--- src/sv/ais_position_report_decoder_top_macros.svh ---
// Assertion macros shared by the AIS position report decoder RTL.
`ifndef AIS_POSITION_REPORT_DECODER_TOP_MACROS_SVH
`define AIS_POSITION_REPORT_DECODER_TOP_MACROS_SVH

`ifndef NO_ASSERTIONS

// Same-cycle implication, disabled while in reset
`define AISP_ASSERT_IMP(lbl, clk, rst_n, ante, cons) \
    lbl: assert property (@(posedge clk) disable iff (!rst_n) (ante) |-> (cons)) \
        else $error("%m: check failed");

// Next-cycle implication, disabled while in reset
`define AISP_ASSERT_NXT(lbl, clk, rst_n, ante, cons) \
    lbl: assert property (@(posedge clk) disable iff (!rst_n) (ante) |=> (cons)) \
        else $error("%m: check failed");

`else

`define AISP_ASSERT_IMP(lbl, clk, rst_n, ante, cons)
`define AISP_ASSERT_NXT(lbl, clk, rst_n, ante, cons)

`endif

`endif

--- src/sv/aisp_pkg.sv ---
// Shared types, constants and helper functions of the AIS position report decoder.
package aisp_pkg;

    // Character codes
    localparam logic [7:0] CHAR_LF    = 8'd10;
    localparam logic [7:0] CHAR_CR    = 8'd13;
    localparam logic [7:0] CHAR_BANG  = 8'h21;  // '!'
    localparam logic [7:0] CHAR_A     = 8'h41;  // 'A'
    localparam logic [7:0] CHAR_I     = 8'h49;  // 'I'
    localparam logic [7:0] CHAR_COMMA = 8'h2C;  // ','
    localparam logic [7:0] CHAR_STAR  = 8'h2A;  // '*'

    // Six-bit armoring
    localparam int ARMOR_OFFSET = 48;
    localparam int ARMOR_LIMIT  = 40;
    localparam int ARMOR_GAP    = 8;

    // Line framing
    localparam int PREFIX_LEN    = 3;
    localparam int LINE_POS_W    = 2;
    localparam int FIELD_W       = 3;
    localparam int PAYLOAD_FIELD = 5;
    localparam int SYMBOL_BITS   = 6;
    localparam int MAX_SYMBOLS   = 28;
    localparam int SYM_CNT_W     = $clog2(MAX_SYMBOLS + 1);
    localparam int PAYLOAD_BITS  = SYMBOL_BITS * MAX_SYMBOLS;
    localparam int MSG_TYPE_POS  = 1;

    // Bit offsets within the payload string, MSB first
    localparam int POS_REPEAT   = 6;
    localparam int POS_MMSI     = 8;
    localparam int POS_STATUS   = 38;
    localparam int POS_TURN     = 42;
    localparam int POS_SPEED    = 50;
    localparam int POS_ACCURACY = 60;
    localparam int POS_LON      = 61;
    localparam int POS_LAT      = 89;
    localparam int POS_COURSE   = 116;
    localparam int POS_HEADING  = 128;
    localparam int POS_SECOND   = 137;
    localparam int POS_MANEUVER = 143;
    localparam int POS_RAIM     = 148;
    localparam int POS_RADIO    = 149;

    typedef logic [PAYLOAD_BITS-1:0] payload_t;

    // Queue status seen by both sides
    typedef struct packed {
        logic full;
        logic empty;
    } queue_stat_t;

    // Expected prefix character at a given line position
    function automatic logic [7:0] prefix_char(input logic [LINE_POS_W-1:0] pos);
        logic [7:0] ch;
        unique case (pos)
            2'd0:    ch = CHAR_BANG;
            2'd1:    ch = CHAR_A;
            2'd2:    ch = CHAR_I;
            default: ch = CHAR_BANG;
        endcase
        return ch;
    endfunction

    // ASCII character to six-bit symbol
    function automatic logic [SYMBOL_BITS-1:0] dearmor(input logic [7:0] c);
        logic [7:0] d;
        d = c - 8'(ARMOR_OFFSET);
        if (c > 8'(ARMOR_OFFSET + ARMOR_LIMIT))
            d = d - 8'(ARMOR_GAP);
        return d[SYMBOL_BITS-1:0];
    endfunction

endpackage

--- src/sv/aisp_front.sv ---
// Line parser: prefix check, field counting and payload symbol capture.
`include "ais_position_report_decoder_top_macros.svh"

module aisp_front
(
    input  logic                clk,
    input  logic                rst_n,
    input  logic                char_valid,
    output logic                char_stall,
    input  logic [7:0]          char_byte,
    input  aisp_pkg::queue_stat_t q_stat,
    output logic                push,
    output aisp_pkg::payload_t  push_data
);

    logic [aisp_pkg::LINE_POS_W-1:0] line_pos_reg, line_pos_next;
    logic                            prefix_ok_reg, prefix_ok_next;
    logic [aisp_pkg::FIELD_W-1:0]    field_reg, field_next;
    logic [aisp_pkg::SYM_CNT_W-1:0]  sym_cnt_reg, sym_cnt_next;
    aisp_pkg::payload_t              payload_reg, payload_next;

    logic                                accept;
    logic                                eol;
    logic                                report_ok;
    logic [aisp_pkg::SYMBOL_BITS-1:0]    symbol;

    // Stall only on a full queue
    assign char_stall = q_stat.full;
    assign accept     = char_valid && !char_stall;
    assign eol        = (char_byte == aisp_pkg::CHAR_LF) || (char_byte == aisp_pkg::CHAR_CR);
    assign symbol     = aisp_pkg::dearmor(char_byte);

    // Good line: full prefix and first symbol marks a position report
    assign report_ok = prefix_ok_reg
        && (line_pos_reg == aisp_pkg::LINE_POS_W'(aisp_pkg::PREFIX_LEN))
        && (payload_reg[aisp_pkg::PAYLOAD_BITS-1 -: aisp_pkg::SYMBOL_BITS]
            == aisp_pkg::SYMBOL_BITS'(aisp_pkg::MSG_TYPE_POS));

    assign push      = accept && eol && report_ok;
    assign push_data = payload_reg;

    // Line state update
    always_comb
    begin
        line_pos_next  = line_pos_reg;
        prefix_ok_next = prefix_ok_reg;
        field_next     = field_reg;
        sym_cnt_next   = sym_cnt_reg;
        payload_next   = payload_reg;
        if (accept) begin
            if (eol) begin
                line_pos_next  = '0;
                prefix_ok_next = 1'b1;
                field_next     = '0;
                sym_cnt_next   = '0;
                payload_next   = '0;
            end
            else begin
                if (line_pos_reg < aisp_pkg::LINE_POS_W'(aisp_pkg::PREFIX_LEN)) begin
                    if (char_byte != aisp_pkg::prefix_char(line_pos_reg))
                        prefix_ok_next = 1'b0;
                    line_pos_next = line_pos_reg + 1'b1;
                end
                if ((char_byte == aisp_pkg::CHAR_COMMA) || (char_byte == aisp_pkg::CHAR_STAR)) begin
                    if (field_reg != '1)
                        field_next = field_reg + 1'b1;
                end
                else if ((field_reg == aisp_pkg::FIELD_W'(aisp_pkg::PAYLOAD_FIELD))
                         && (sym_cnt_reg < aisp_pkg::SYM_CNT_W'(aisp_pkg::MAX_SYMBOLS))) begin
                    for (int k = 0; k < aisp_pkg::MAX_SYMBOLS; k++) begin
                        if (sym_cnt_reg == aisp_pkg::SYM_CNT_W'(k))
                            payload_next[aisp_pkg::PAYLOAD_BITS-1-aisp_pkg::SYMBOL_BITS*k
                                         -: aisp_pkg::SYMBOL_BITS] = symbol;
                    end
                    sym_cnt_next = sym_cnt_reg + 1'b1;
                end
            end
        end
    end

    always_ff @(posedge clk or negedge rst_n)
    begin
        if (!rst_n) begin
            line_pos_reg  <= '0;
            prefix_ok_reg <= 1'b1;
            field_reg     <= '0;
            sym_cnt_reg   <= '0;
            payload_reg   <= '0;
        end
        else begin
            line_pos_reg  <= line_pos_next;
            prefix_ok_reg <= prefix_ok_next;
            field_reg     <= field_next;
            sym_cnt_reg   <= sym_cnt_next;
            payload_reg   <= payload_next;
        end
    end

    `AISP_ASSERT_IMP(a_sym_cnt_bound, clk, rst_n, 1'b1,
        sym_cnt_reg <= aisp_pkg::SYM_CNT_W'(aisp_pkg::MAX_SYMBOLS))
    `AISP_ASSERT_NXT(a_line_cleared, clk, rst_n, accept && eol,
        (sym_cnt_reg == '0) && (field_reg == '0) && (line_pos_reg == '0) && prefix_ok_reg)

endmodule

--- src/sv/aisp_queue.sv ---
// Short payload queue between the line parser and the report decoder.
`include "ais_position_report_decoder_top_macros.svh"

module aisp_queue
#(
    parameter int DEPTH = 2
)
(
    input  logic                  clk,
    input  logic                  rst_n,
    input  logic                  push,
    input  aisp_pkg::payload_t    push_data,
    input  logic                  pop,
    output aisp_pkg::payload_t    pop_data,
    output aisp_pkg::queue_stat_t q_stat
);

    localparam int PTR_W = $clog2(DEPTH);
    localparam int CNT_W = $clog2(DEPTH + 1);

    aisp_pkg::payload_t entry_reg [DEPTH];
    logic [PTR_W-1:0]   wr_ptr_reg, wr_ptr_next;
    logic [PTR_W-1:0]   rd_ptr_reg, rd_ptr_next;
    logic [CNT_W-1:0]   count_reg, count_next;
    logic               do_push, do_pop;

    assign q_stat.full  = (count_reg == CNT_W'(DEPTH));
    assign q_stat.empty = (count_reg == '0);
    assign do_push      = push && !q_stat.full;
    assign do_pop       = pop && !q_stat.empty;
    assign pop_data     = entry_reg[rd_ptr_reg];

    // Pointer and occupancy update
    always_comb
    begin
        wr_ptr_next = wr_ptr_reg;
        rd_ptr_next = rd_ptr_reg;
        count_next  = count_reg;
        if (do_push)
            wr_ptr_next = (wr_ptr_reg == PTR_W'(DEPTH - 1)) ? '0 : wr_ptr_reg + 1'b1;
        if (do_pop)
            rd_ptr_next = (rd_ptr_reg == PTR_W'(DEPTH - 1)) ? '0 : rd_ptr_reg + 1'b1;
        if (do_push && !do_pop)
            count_next = count_reg + 1'b1;
        else if (do_pop && !do_push)
            count_next = count_reg - 1'b1;
    end

    always_ff @(posedge clk or negedge rst_n)
    begin
        if (!rst_n) begin
            wr_ptr_reg <= '0;
            rd_ptr_reg <= '0;
            count_reg  <= '0;
        end
        else begin
            wr_ptr_reg <= wr_ptr_next;
            rd_ptr_reg <= rd_ptr_next;
            count_reg  <= count_next;
        end
    end

    // Entry storage, no reset needed
    always_ff @(posedge clk)
    begin
        if (do_push)
            entry_reg[wr_ptr_reg] <= push_data;
    end

    `AISP_ASSERT_IMP(a_no_push_full, clk, rst_n, q_stat.full, !push)
    `AISP_ASSERT_IMP(a_no_pop_empty, clk, rst_n, q_stat.empty, !pop)
    `AISP_ASSERT_IMP(a_count_bound, clk, rst_n, 1'b1, count_reg <= CNT_W'(DEPTH))

endmodule

--- src/sv/aisp_back.sv ---
// Report decoder: field extraction, turn squaring and output register.
module aisp_back
(
    input  logic                  clk,
    input  logic                  rst_n,
    input  aisp_pkg::payload_t    pop_data,
    input  aisp_pkg::queue_stat_t q_stat,
    output logic                  pop,
    output logic                  report_valid,
    input  logic                  report_stall,
    output logic [1:0]            repeat_count,
    output logic [29:0]           mmsi,
    output logic [3:0]            nav_status,
    output logic signed [14:0]    turn_square,
    output logic [9:0]            speed_tenths,
    output logic signed [27:0]    longitude,
    output logic signed [26:0]    latitude,
    output logic [11:0]           course_tenths,
    output logic [8:0]            heading_deg,
    output logic [5:0]            utc_second,
    output logic [3:0]            flags,
    output logic [18:0]           radio_status
);

    localparam int TOP = aisp_pkg::PAYLOAD_BITS - 1;

    logic               valid_reg, valid_next;
    logic               load;
    logic signed [7:0]  turn_raw;
    logic [7:0]         turn_mag;
    logic signed [16:0] turn_prod;

    logic [1:0]         repeat_reg;
    logic [29:0]        mmsi_reg;
    logic [3:0]         status_reg;
    logic signed [14:0] turn_reg;
    logic [9:0]         speed_reg;
    logic signed [27:0] lon_reg;
    logic signed [26:0] lat_reg;
    logic [11:0]        course_reg;
    logic [8:0]         heading_reg;
    logic [5:0]         second_reg;
    logic [3:0]         flags_reg;
    logic [18:0]        radio_reg;

    // Take a report when the output slot is free or being drained
    assign load = !q_stat.empty && (!valid_reg || !report_stall);
    assign pop  = load;

    // Rate of turn times its magnitude
    assign turn_raw  = $signed(pop_data[TOP-aisp_pkg::POS_TURN -: 8]);
    assign turn_mag  = turn_raw[7] ? 8'(-turn_raw) : 8'(turn_raw);
    assign turn_prod = turn_raw * $signed({1'b0, turn_mag});

    always_comb
    begin
        valid_next = valid_reg;
        if (load)
            valid_next = 1'b1;
        else if (!report_stall)
            valid_next = 1'b0;
    end

    always_ff @(posedge clk or negedge rst_n)
    begin
        if (!rst_n)
            valid_reg <= 1'b0;
        else
            valid_reg <= valid_next;
    end

    // Output payload register
    always_ff @(posedge clk)
    begin
        if (load) begin
            repeat_reg  <= pop_data[TOP-aisp_pkg::POS_REPEAT -: 2];
            mmsi_reg    <= pop_data[TOP-aisp_pkg::POS_MMSI -: 30];
            status_reg  <= pop_data[TOP-aisp_pkg::POS_STATUS -: 4];
            turn_reg    <= turn_prod[14:0];
            speed_reg   <= pop_data[TOP-aisp_pkg::POS_SPEED -: 10];
            lon_reg     <= $signed(pop_data[TOP-aisp_pkg::POS_LON -: 28]);
            lat_reg     <= $signed(pop_data[TOP-aisp_pkg::POS_LAT -: 27]);
            course_reg  <= pop_data[TOP-aisp_pkg::POS_COURSE -: 12];
            heading_reg <= pop_data[TOP-aisp_pkg::POS_HEADING -: 9];
            second_reg  <= pop_data[TOP-aisp_pkg::POS_SECOND -: 6];
            flags_reg   <= {pop_data[TOP-aisp_pkg::POS_MANEUVER -: 2],
                            pop_data[TOP-aisp_pkg::POS_RAIM],
                            pop_data[TOP-aisp_pkg::POS_ACCURACY]};
            radio_reg   <= pop_data[TOP-aisp_pkg::POS_RADIO -: 19];
        end
    end

    assign report_valid  = valid_reg;
    assign repeat_count  = repeat_reg;
    assign mmsi          = mmsi_reg;
    assign nav_status    = status_reg;
    assign turn_square   = turn_reg;
    assign speed_tenths  = speed_reg;
    assign longitude     = lon_reg;
    assign latitude      = lat_reg;
    assign course_tenths = course_reg;
    assign heading_deg   = heading_reg;
    assign utc_second    = second_reg;
    assign flags         = flags_reg;
    assign radio_status  = radio_reg;

endmodule

--- src/sv/ais_position_report_decoder_top.sv ---
// Top level of the AIS position report decoder: parser, queue and report decoder.
//
//   channel   direction  handshake                  payload
//   char      in         char_valid / char_stall    char_byte
//   report    out        report_valid / report_stall repeat_count .. radio_status
//
// One character is taken per cycle while the payload queue has room.
// A report passes through the payload queue and then the output register
// once its line-end character is accepted.
// char_stall rises only when QUEUE_DEPTH finished reports wait behind a
// stalled output; report_stall never holds back characters until then.
// Reset clears the line state, the queue and the output valid; no clearing pass.
module ais_position_report_decoder_top
#(
    parameter int QUEUE_DEPTH = 2
)
(
    input  logic               clk,
    input  logic               rst_n,
    input  logic               char_valid,
    output logic               char_stall,
    input  logic [7:0]         char_byte,
    output logic               report_valid,
    input  logic               report_stall,
    output logic [1:0]         repeat_count,
    output logic [29:0]        mmsi,
    output logic [3:0]         nav_status,
    output logic signed [14:0] turn_square,
    output logic [9:0]         speed_tenths,
    output logic signed [27:0] longitude,
    output logic signed [26:0] latitude,
    output logic [11:0]        course_tenths,
    output logic [8:0]         heading_deg,
    output logic [5:0]         utc_second,
    output logic [3:0]         flags,
    output logic [18:0]        radio_status
);

    aisp_pkg::queue_stat_t q_stat;
    aisp_pkg::payload_t    push_data;
    aisp_pkg::payload_t    pop_data;
    logic                  push;
    logic                  pop;

    aisp_front u_front
    (
        .clk        (clk),
        .rst_n      (rst_n),
        .char_valid (char_valid),
        .char_stall (char_stall),
        .char_byte  (char_byte),
        .q_stat     (q_stat),
        .push       (push),
        .push_data  (push_data)
    );

    aisp_queue #(.DEPTH(QUEUE_DEPTH)) u_queue
    (
        .clk       (clk),
        .rst_n     (rst_n),
        .push      (push),
        .push_data (push_data),
        .pop       (pop),
        .pop_data  (pop_data),
        .q_stat    (q_stat)
    );

    aisp_back u_back
    (
        .clk           (clk),
        .rst_n         (rst_n),
        .pop_data      (pop_data),
        .q_stat        (q_stat),
        .pop           (pop),
        .report_valid  (report_valid),
        .report_stall  (report_stall),
        .repeat_count  (repeat_count),
        .mmsi          (mmsi),
        .nav_status    (nav_status),
        .turn_square   (turn_square),
        .speed_tenths  (speed_tenths),
        .longitude     (longitude),
        .latitude      (latitude),
        .course_tenths (course_tenths),
        .heading_deg   (heading_deg),
        .utc_second    (utc_second),
        .flags         (flags),
        .radio_status  (radio_status)
    );

endmodule
--- config.mk ---
export PLATFORM = sky130hd
export DESIGN_NAME = ais_position_report_decoder_top
export DESIGN_NICKNAME = d
export VERILOG_FILES = /design/src/sv/aisp_pkg.sv /design/src/sv/aisp_front.sv /design/src/sv/aisp_queue.sv /design/src/sv/aisp_back.sv /design/src/sv/ais_position_report_decoder_top.sv
export VERILOG_INCLUDE_DIRS = /design/src /design/src/sv
export SDC_FILE = /design/constraint.sdc
export NUM_CORES = 1
export LEC_CHECK = 0
export CAP_MARGIN = 25
export CELL_PAD_IN_SITES_DETAIL_PLACEMENT = 1
export CELL_PAD_IN_SITES_GLOBAL_PLACEMENT = 1
export CORE_ASPECT_RATIO = 1.75
export CORE_MARGIN = 2
export CORE_UTILIZATION = 55
export CTS_CLUSTER_DIAMETER = 80
export CTS_CLUSTER_SIZE = 10
export DETAILED_ROUTE_END_ITERATION = 12
export DONT_BUFFER_PORTS = 1
export PLACE_DENSITY = 0.86
export SLEW_MARGIN = 30
export SYNTH_ARGS = -nofsm -noshare
export SYNTH_HDL_FRONTEND = slang
export SYNTH_SLANG_ARGS = --single-unit
--- constraint.sdc ---
create_clock -name clk -period 28.5 [get_ports clk]
set_input_delay 8.55 -clock clk [delete_from_list [all_inputs] [get_ports clk]]
set_output_delay 8.55 -clock clk [all_outputs]
set_load 0.005 [all_outputs]
Word level (Yosys, flattened, before mapping)
Memory sizes are Yosys's and may differ from the RTL's.
Cells that the tools add are included.
W data, S select, Z words.
Word-level totals
  word-level logic and storage cells: 248
  memories kept: 1
  register bits after elaboration: 350
  output and inout bits: 168
  bits in writable memories: 336
  input port bits: 12
Cells by class
  order comparisons: 3
  $mul: 1
  reduce and logical (&&, ||, !) cells: 88
  mux-type cells: 56
  eq/ne operators: 41
  $add $sub $neg: 10
Memories
  u_queue.entry_reg: words 2, bits a word 168, read ports 1, clocked after memory_dff 0, wr ports 1, RTL line aisp_queue.sv:21  | aisp_pkg::payload_t entry_reg [DEPTH];
Operator list (count)
  $mux W168: 3
  $mux W6: 29
  $reduce_and A4 Y1: 28
  $reduce_bool A2 Y1: 34
  $eq A5 B5 Y1 const B: 12
  $eq A5 B4 Y1 const B: 8
  $mux W8: 4
  $eq A5 B3 Y1 const B: 4
  $eq A8 B4 Y1 const B: 2
  $eq A8 B6 Y1 const B: 2
  $mul A8 B9 Y15: 1
  $mux W5: 3
  $pmux W7 S2: 1
  $logic_and A1 B1 Y1: 11
  $eq A5 B2 Y1 const B: 2
  $mux W1: 9
  $mux W3: 3
  $reduce_and A3 Y1: 3
  $gt A8 B7 Y1 const B: 1
  $mux W2: 4
  $ne A8 B8 Y1: 1
  $neg A8 Y8: 1
  $eq A2 B2 Y1 const B: 3
  $eq A6 B1 Y1 const B: 1
  other kinds (19): 29

Logic depth before layout (Yosys ltp)
  depth after elaboration: 10
  gate-level depth with buffers: 25
  depth with buffers taken out: 21

Modules after synthesis
A second synthesis with hierarchy kept.
Second synthesis, totals
  cell total of the unflattened synthesis: 1714
  area, all modules: 27634.0 um^2
Modules (own cells, without submodules)
  aisp_queue: area an instance 12739.7 um^2, cells each 542, instances 1, sequential area each 10189.8 um^2
  aisp_front: area an instance 7647.3 um^2, cells each 743, instances 1, sequential area each 4480.5 um^2
  aisp_back: area an instance 7247.0 um^2, cells each 429, instances 1, sequential area each 5009.8 um^2

Worst setup path before layout
No wires, ideal clock.
  path kind: input-to-reg
  start point: in char_byte[0]
  end point: mem u_queue.entry_reg[0][0] in the netlist's numbering (enable)
  library setup time: 872 ps
  arrival: 20797 ps
  required time: 27628 ps
  stages on the path: 6
  buffers on the path: 2
  path slack: 6830 ps
  path through: or3b_1 a21oi_1 nand3_1 clkbuf_1 clkbuf_1 nor3_1
On the way
  longest elaborated chain between the ends: 7
  elaborated cells on any way between the ends: 8
  classes of those cells: eq/ne: 2; mux: 2; reduce/logical: 4
RTL lines
  from (decl): RTL line ais_position_report_decoder_top.sv:22  | input logic [7:0] char_byte,
  $eq A8 B4 Y1: RTL line aisp_front.sv:30  | assign eol = (char_byte == aisp_pkg::CHAR_LF) || (char_byte == aisp_pkg::CHAR_CR);
  $logic_or A1 B1 Y1 *: RTL line aisp_front.sv:30
  $logic_and A1 B1 Y1 * (2 in a row): RTL line aisp_front.sv:39  | assign push = accept && eol && report_ok;
  $logic_and A1 B1 Y1 *: RTL line aisp_queue.sv:29  | assign do_push = push && !q_stat.full;
  $mux W1 *: RTL line aisp_queue.sv:66  | if (do_push)
  $mux W1 (implied by the code) *: RTL line aisp_queue.sv:67  | entry_reg[wr_ptr_reg] <= push_data;
  to (decl): RTL line aisp_queue.sv:21
Every way passes the cells marked *; elsewhere a longest branch is shown, timed or not.

Final worst setup path
  start point: in char_byte[0]
  end point: mem u_queue.entry_reg[1][83] in the netlist's numbering (enable)
On the way
  longest elaborated chain between the ends: 7
  elaborated cells on any way between the ends: 8
  classes of those cells: eq/ne: 2; mux: 2; reduce/logical: 4
RTL lines
  $eq A8 B4 Y1: RTL line aisp_front.sv:30
  $logic_or A1 B1 Y1 *: RTL line aisp_front.sv:30
  $logic_and A1 B1 Y1 * (2 in a row): RTL line aisp_front.sv:39
  $logic_and A1 B1 Y1 *: RTL line aisp_queue.sv:29
  via u_queue.do_push: RTL line aisp_queue.sv:25  | logic do_push, do_pop;
  $mux W1 *: RTL line aisp_queue.sv:66
  $mux W1 (implied by the code) *: RTL line aisp_queue.sv:67
The timed path passes the listed nets; every way through them passes the cells marked *.

==> reports/metrics.cfg <==
[outcome]
status = complete, no violations

[timing]
slew_violations = 0
setup_viol = 0
finalHoldViolCount = 0
slew_headroom_pct = 30.34
worstMarginPinSlew_ns = 1.045
finClkSkew_ns = 0.02071
period_minus_slack_ns = 12.43
timing.final.crit_share_pct = 43.62
fin_hold_ws_ns = 0.4662
setup_tns_ns = 0
rsz0062_at_grt = no
fmax_ghz = 0.08044
timing.final.ws_setup_ns = 16.07

[cts]
cts_buffers = 76
cts_tree = built
clk_pin_slew_ns = 0.05
ctsResizeCount = 0
root_buffer = clkbuf_16
post_cts_buffers = 0
cts.sinks = 665
hold_buffers = 0
cts_buffer_depth = 3
clock_latency_ns = 0.60
cts_max_level = 3

[route]
drtPass1Iterations = 5
via_count = 13300
ant_nets = 0
wl_mm = 61.11
drc_errors = 0
viasPerCell = 5.834
dr.first_iter.drc_count = 789
wire_per_inst_um = 26.80

[cells_and_area]
largest_reg_flops = 318
stdcell_count = 2280
layout-drive-gt1-share_pct = 21.71
nets = 1726
post-route-util_pct = 61.83
num_antenna_cells = 0
fillers = 4154
syn2layout_area_growth_pct = 11.04

[power]
p_leak_nw = 10.95
power_density_mw_per_mm2 = 92.22
vdd_ir_drop_max_uv = 96.20

[floorplan]
core-area_mm2 = 0.04775
die-area_mm2 = 0.05019
fp.dieH_um = 294.9
row_count = 106
fp.dieW_um = 170.2
start_util_pct = 55.69
io_pins = 180

[worst_setup_path]
setup.worst_path.start_class = input pin
path_cells = or3b_1 > a21oi_1 > nand3_4 > nor2_1 > and2_4 > buf_6 > buf_4
required_ns = 28.73
worstSetupEndpointType = flip-flop
cp_slowest_cell = nand3_4
critPathKind = in -> reg
worstPathArrival_ns = 12.66
crit_fanout = 73
r2r_slack_ns = 21.87
max_stage_delay_ns = 0.69

[synth]
ys_ff_latch = 665
syn_inst = 1586
synth.most_common_cell = edfxtp_1
synth_top_family_by_area = multiplexers
synth.top_cells.by_count = 484 x edfxtp_1, 209 x mux2_2, 180 x dfrtp_1
yosys.area.top_type_share_pct = 54.66
synth_mux_area_share_pct = 13.14
ys_types = 53
yosys_warnings = 0
synth_edf_count = 484
synth-simple-area-share_pct = 5.266
synth_fa_ha_area_share_pct = 5.233
synth_area_per_cell_um2 = 16.76
synthXorXnorAreaFrac_pct = 1.054
synthFlopType = edfxtp_1
yosys-top-cells-area = edfxtp_1 55%, dfrtp_1 17%, mux2_2 8.9%
ys_seq_area_share_pct = 71.70
synth_area_mm2 = 0.02659
async_reset_ff_share_pct = 27.22
synth_compound_area_share_pct = 1.816
yosysTopAreaCell = edfxtp_1

[global_routing]
grt_max_degree = 182
grt_use_total_pct = 24.95
grt_pass1_vias = 15030
grt_pass1_wl_mm = 91.78
gr-total-overflow = 0
antenna_found_initial = 1

[placed_design]
dp_cells = 2139
dp_hpwl_mm = 37.08
place_congestion = 0.8043
preCtsSetupSlack_ns = 15.10
port_buffers = 0

[worst_hold_path]
hold_class = reg -> reg

[run]
drv_cap = 0

==> logic make-up after synthesis <==
logic type / after synthesis
AO/OA/AOI/OAI: 72
XOR/XNOR: 32
adder cells (fa/ha/maj): 89
buffers and inverters: 117
flip-flops: 665
multiplexers: 323
other: 2
AND/OR/NAND/NOR: 286
==> cells in the final DEF (no fill, tap or decap), types with 5 or more instances in the layout <==
cell	n
inv_1	59
xor2_1	15
dfrtp_1	179
ha_1	52
nand3_1	16
a21o_1	5
nor3_1	6
nor2_4	15
or2_2	8
mux2i_1	112
buf_4	7
nand2_1	141
xnor2_1	17
nor2_2	9
mux2_2	209
edfxtp_1	484
o21ai_2	6
clkbuf_1	57
clkbuf_16	76
nor2_1	58
o21ai_0	30
conb_1	7
a21oi_1	13
fa_1	37
==> final cells by class <==
| type | instances | area, um2 | area share [%] |
|---|---|---|---|
| clock inverter | 6 | 70.07 | 0.2373 |
| inverter | 60 | 230.2 | 0.7798 |
| clock buffer | 133 | 2116 | 7.167 |
| sequential | 665 | 19070 | 64.59 |
| timing repair buffer | 13 | 152.6 | 0.5171 |
| multi-input combinational | 809 | 7142 | 24.19 |
| tap | 594 | 743.2 | 2.517 |
==> power by group <==
| group | internal (mW) | total (mW) | switching, mW |
|---|---|---|---|
| sequential | 1.22 | 1.30 | 0.0815 |
| combinational | 0.234 | 0.551 | 0.317 |
| clock | 0.503 | 0.874 | 0.371 |
| total | 1.95 | 2.72 | 0.770 |
==> through the flow <==
step	cell area (um2)	power, mW
2_1_floorplan	26610	1.693
3_3_place_gp	27260	1.834
3_5_place_dp	27270	1.860
4_1_cts	29450	2.740
5_1_grt	29520	2.847
6_report	29520	2.722
==> critical path: cells and delay by family <==
kind	cells	cell delay [ns]
AOI/OAI and AO/OA	1	0.52
buffers and inverters	2	1.32
and+or+nand+nor	4	2.18
==> routing by layer <==
metal	up-vias	global-route usage, %	wire [um]
met5	-	0	17
met4	2	11.34	2667
met3	154	4.378	2653
met2	392	45.26	33280
met1	6932	28.55	22480
li1	5821	-	-
==> final timing paths <==
path | depth (start not counted) | to | startpoint
worst max-delay path | 7 | u_queue.entry_reg[1][83]$_DFFE_PP_ | char_byte[0]
worst min-delay path | 0 | u_queue.entry_reg[0][40]$_DFFE_PP_ | u_front.push_data[40]$_DFFE_PN0P_
worst max register to register | 18 | u_back.turn_square[13]$_DFFE_PP_ | u_queue.rd_ptr_reg$_DFFE_PN0P_
worst min register to register | 0 | u_queue.entry_reg[0][40]$_DFFE_PP_ | u_front.push_data[40]$_DFFE_PN0P_
max in group asynchronous | 0 | u_front.push_data[114]$_DFFE_PN0P_ | rst_n
min in group asynchronous | 0 | u_front.push_data[102]$_DFFE_PN0P_ | rst_n
Power figures use the tool's default switching activity.
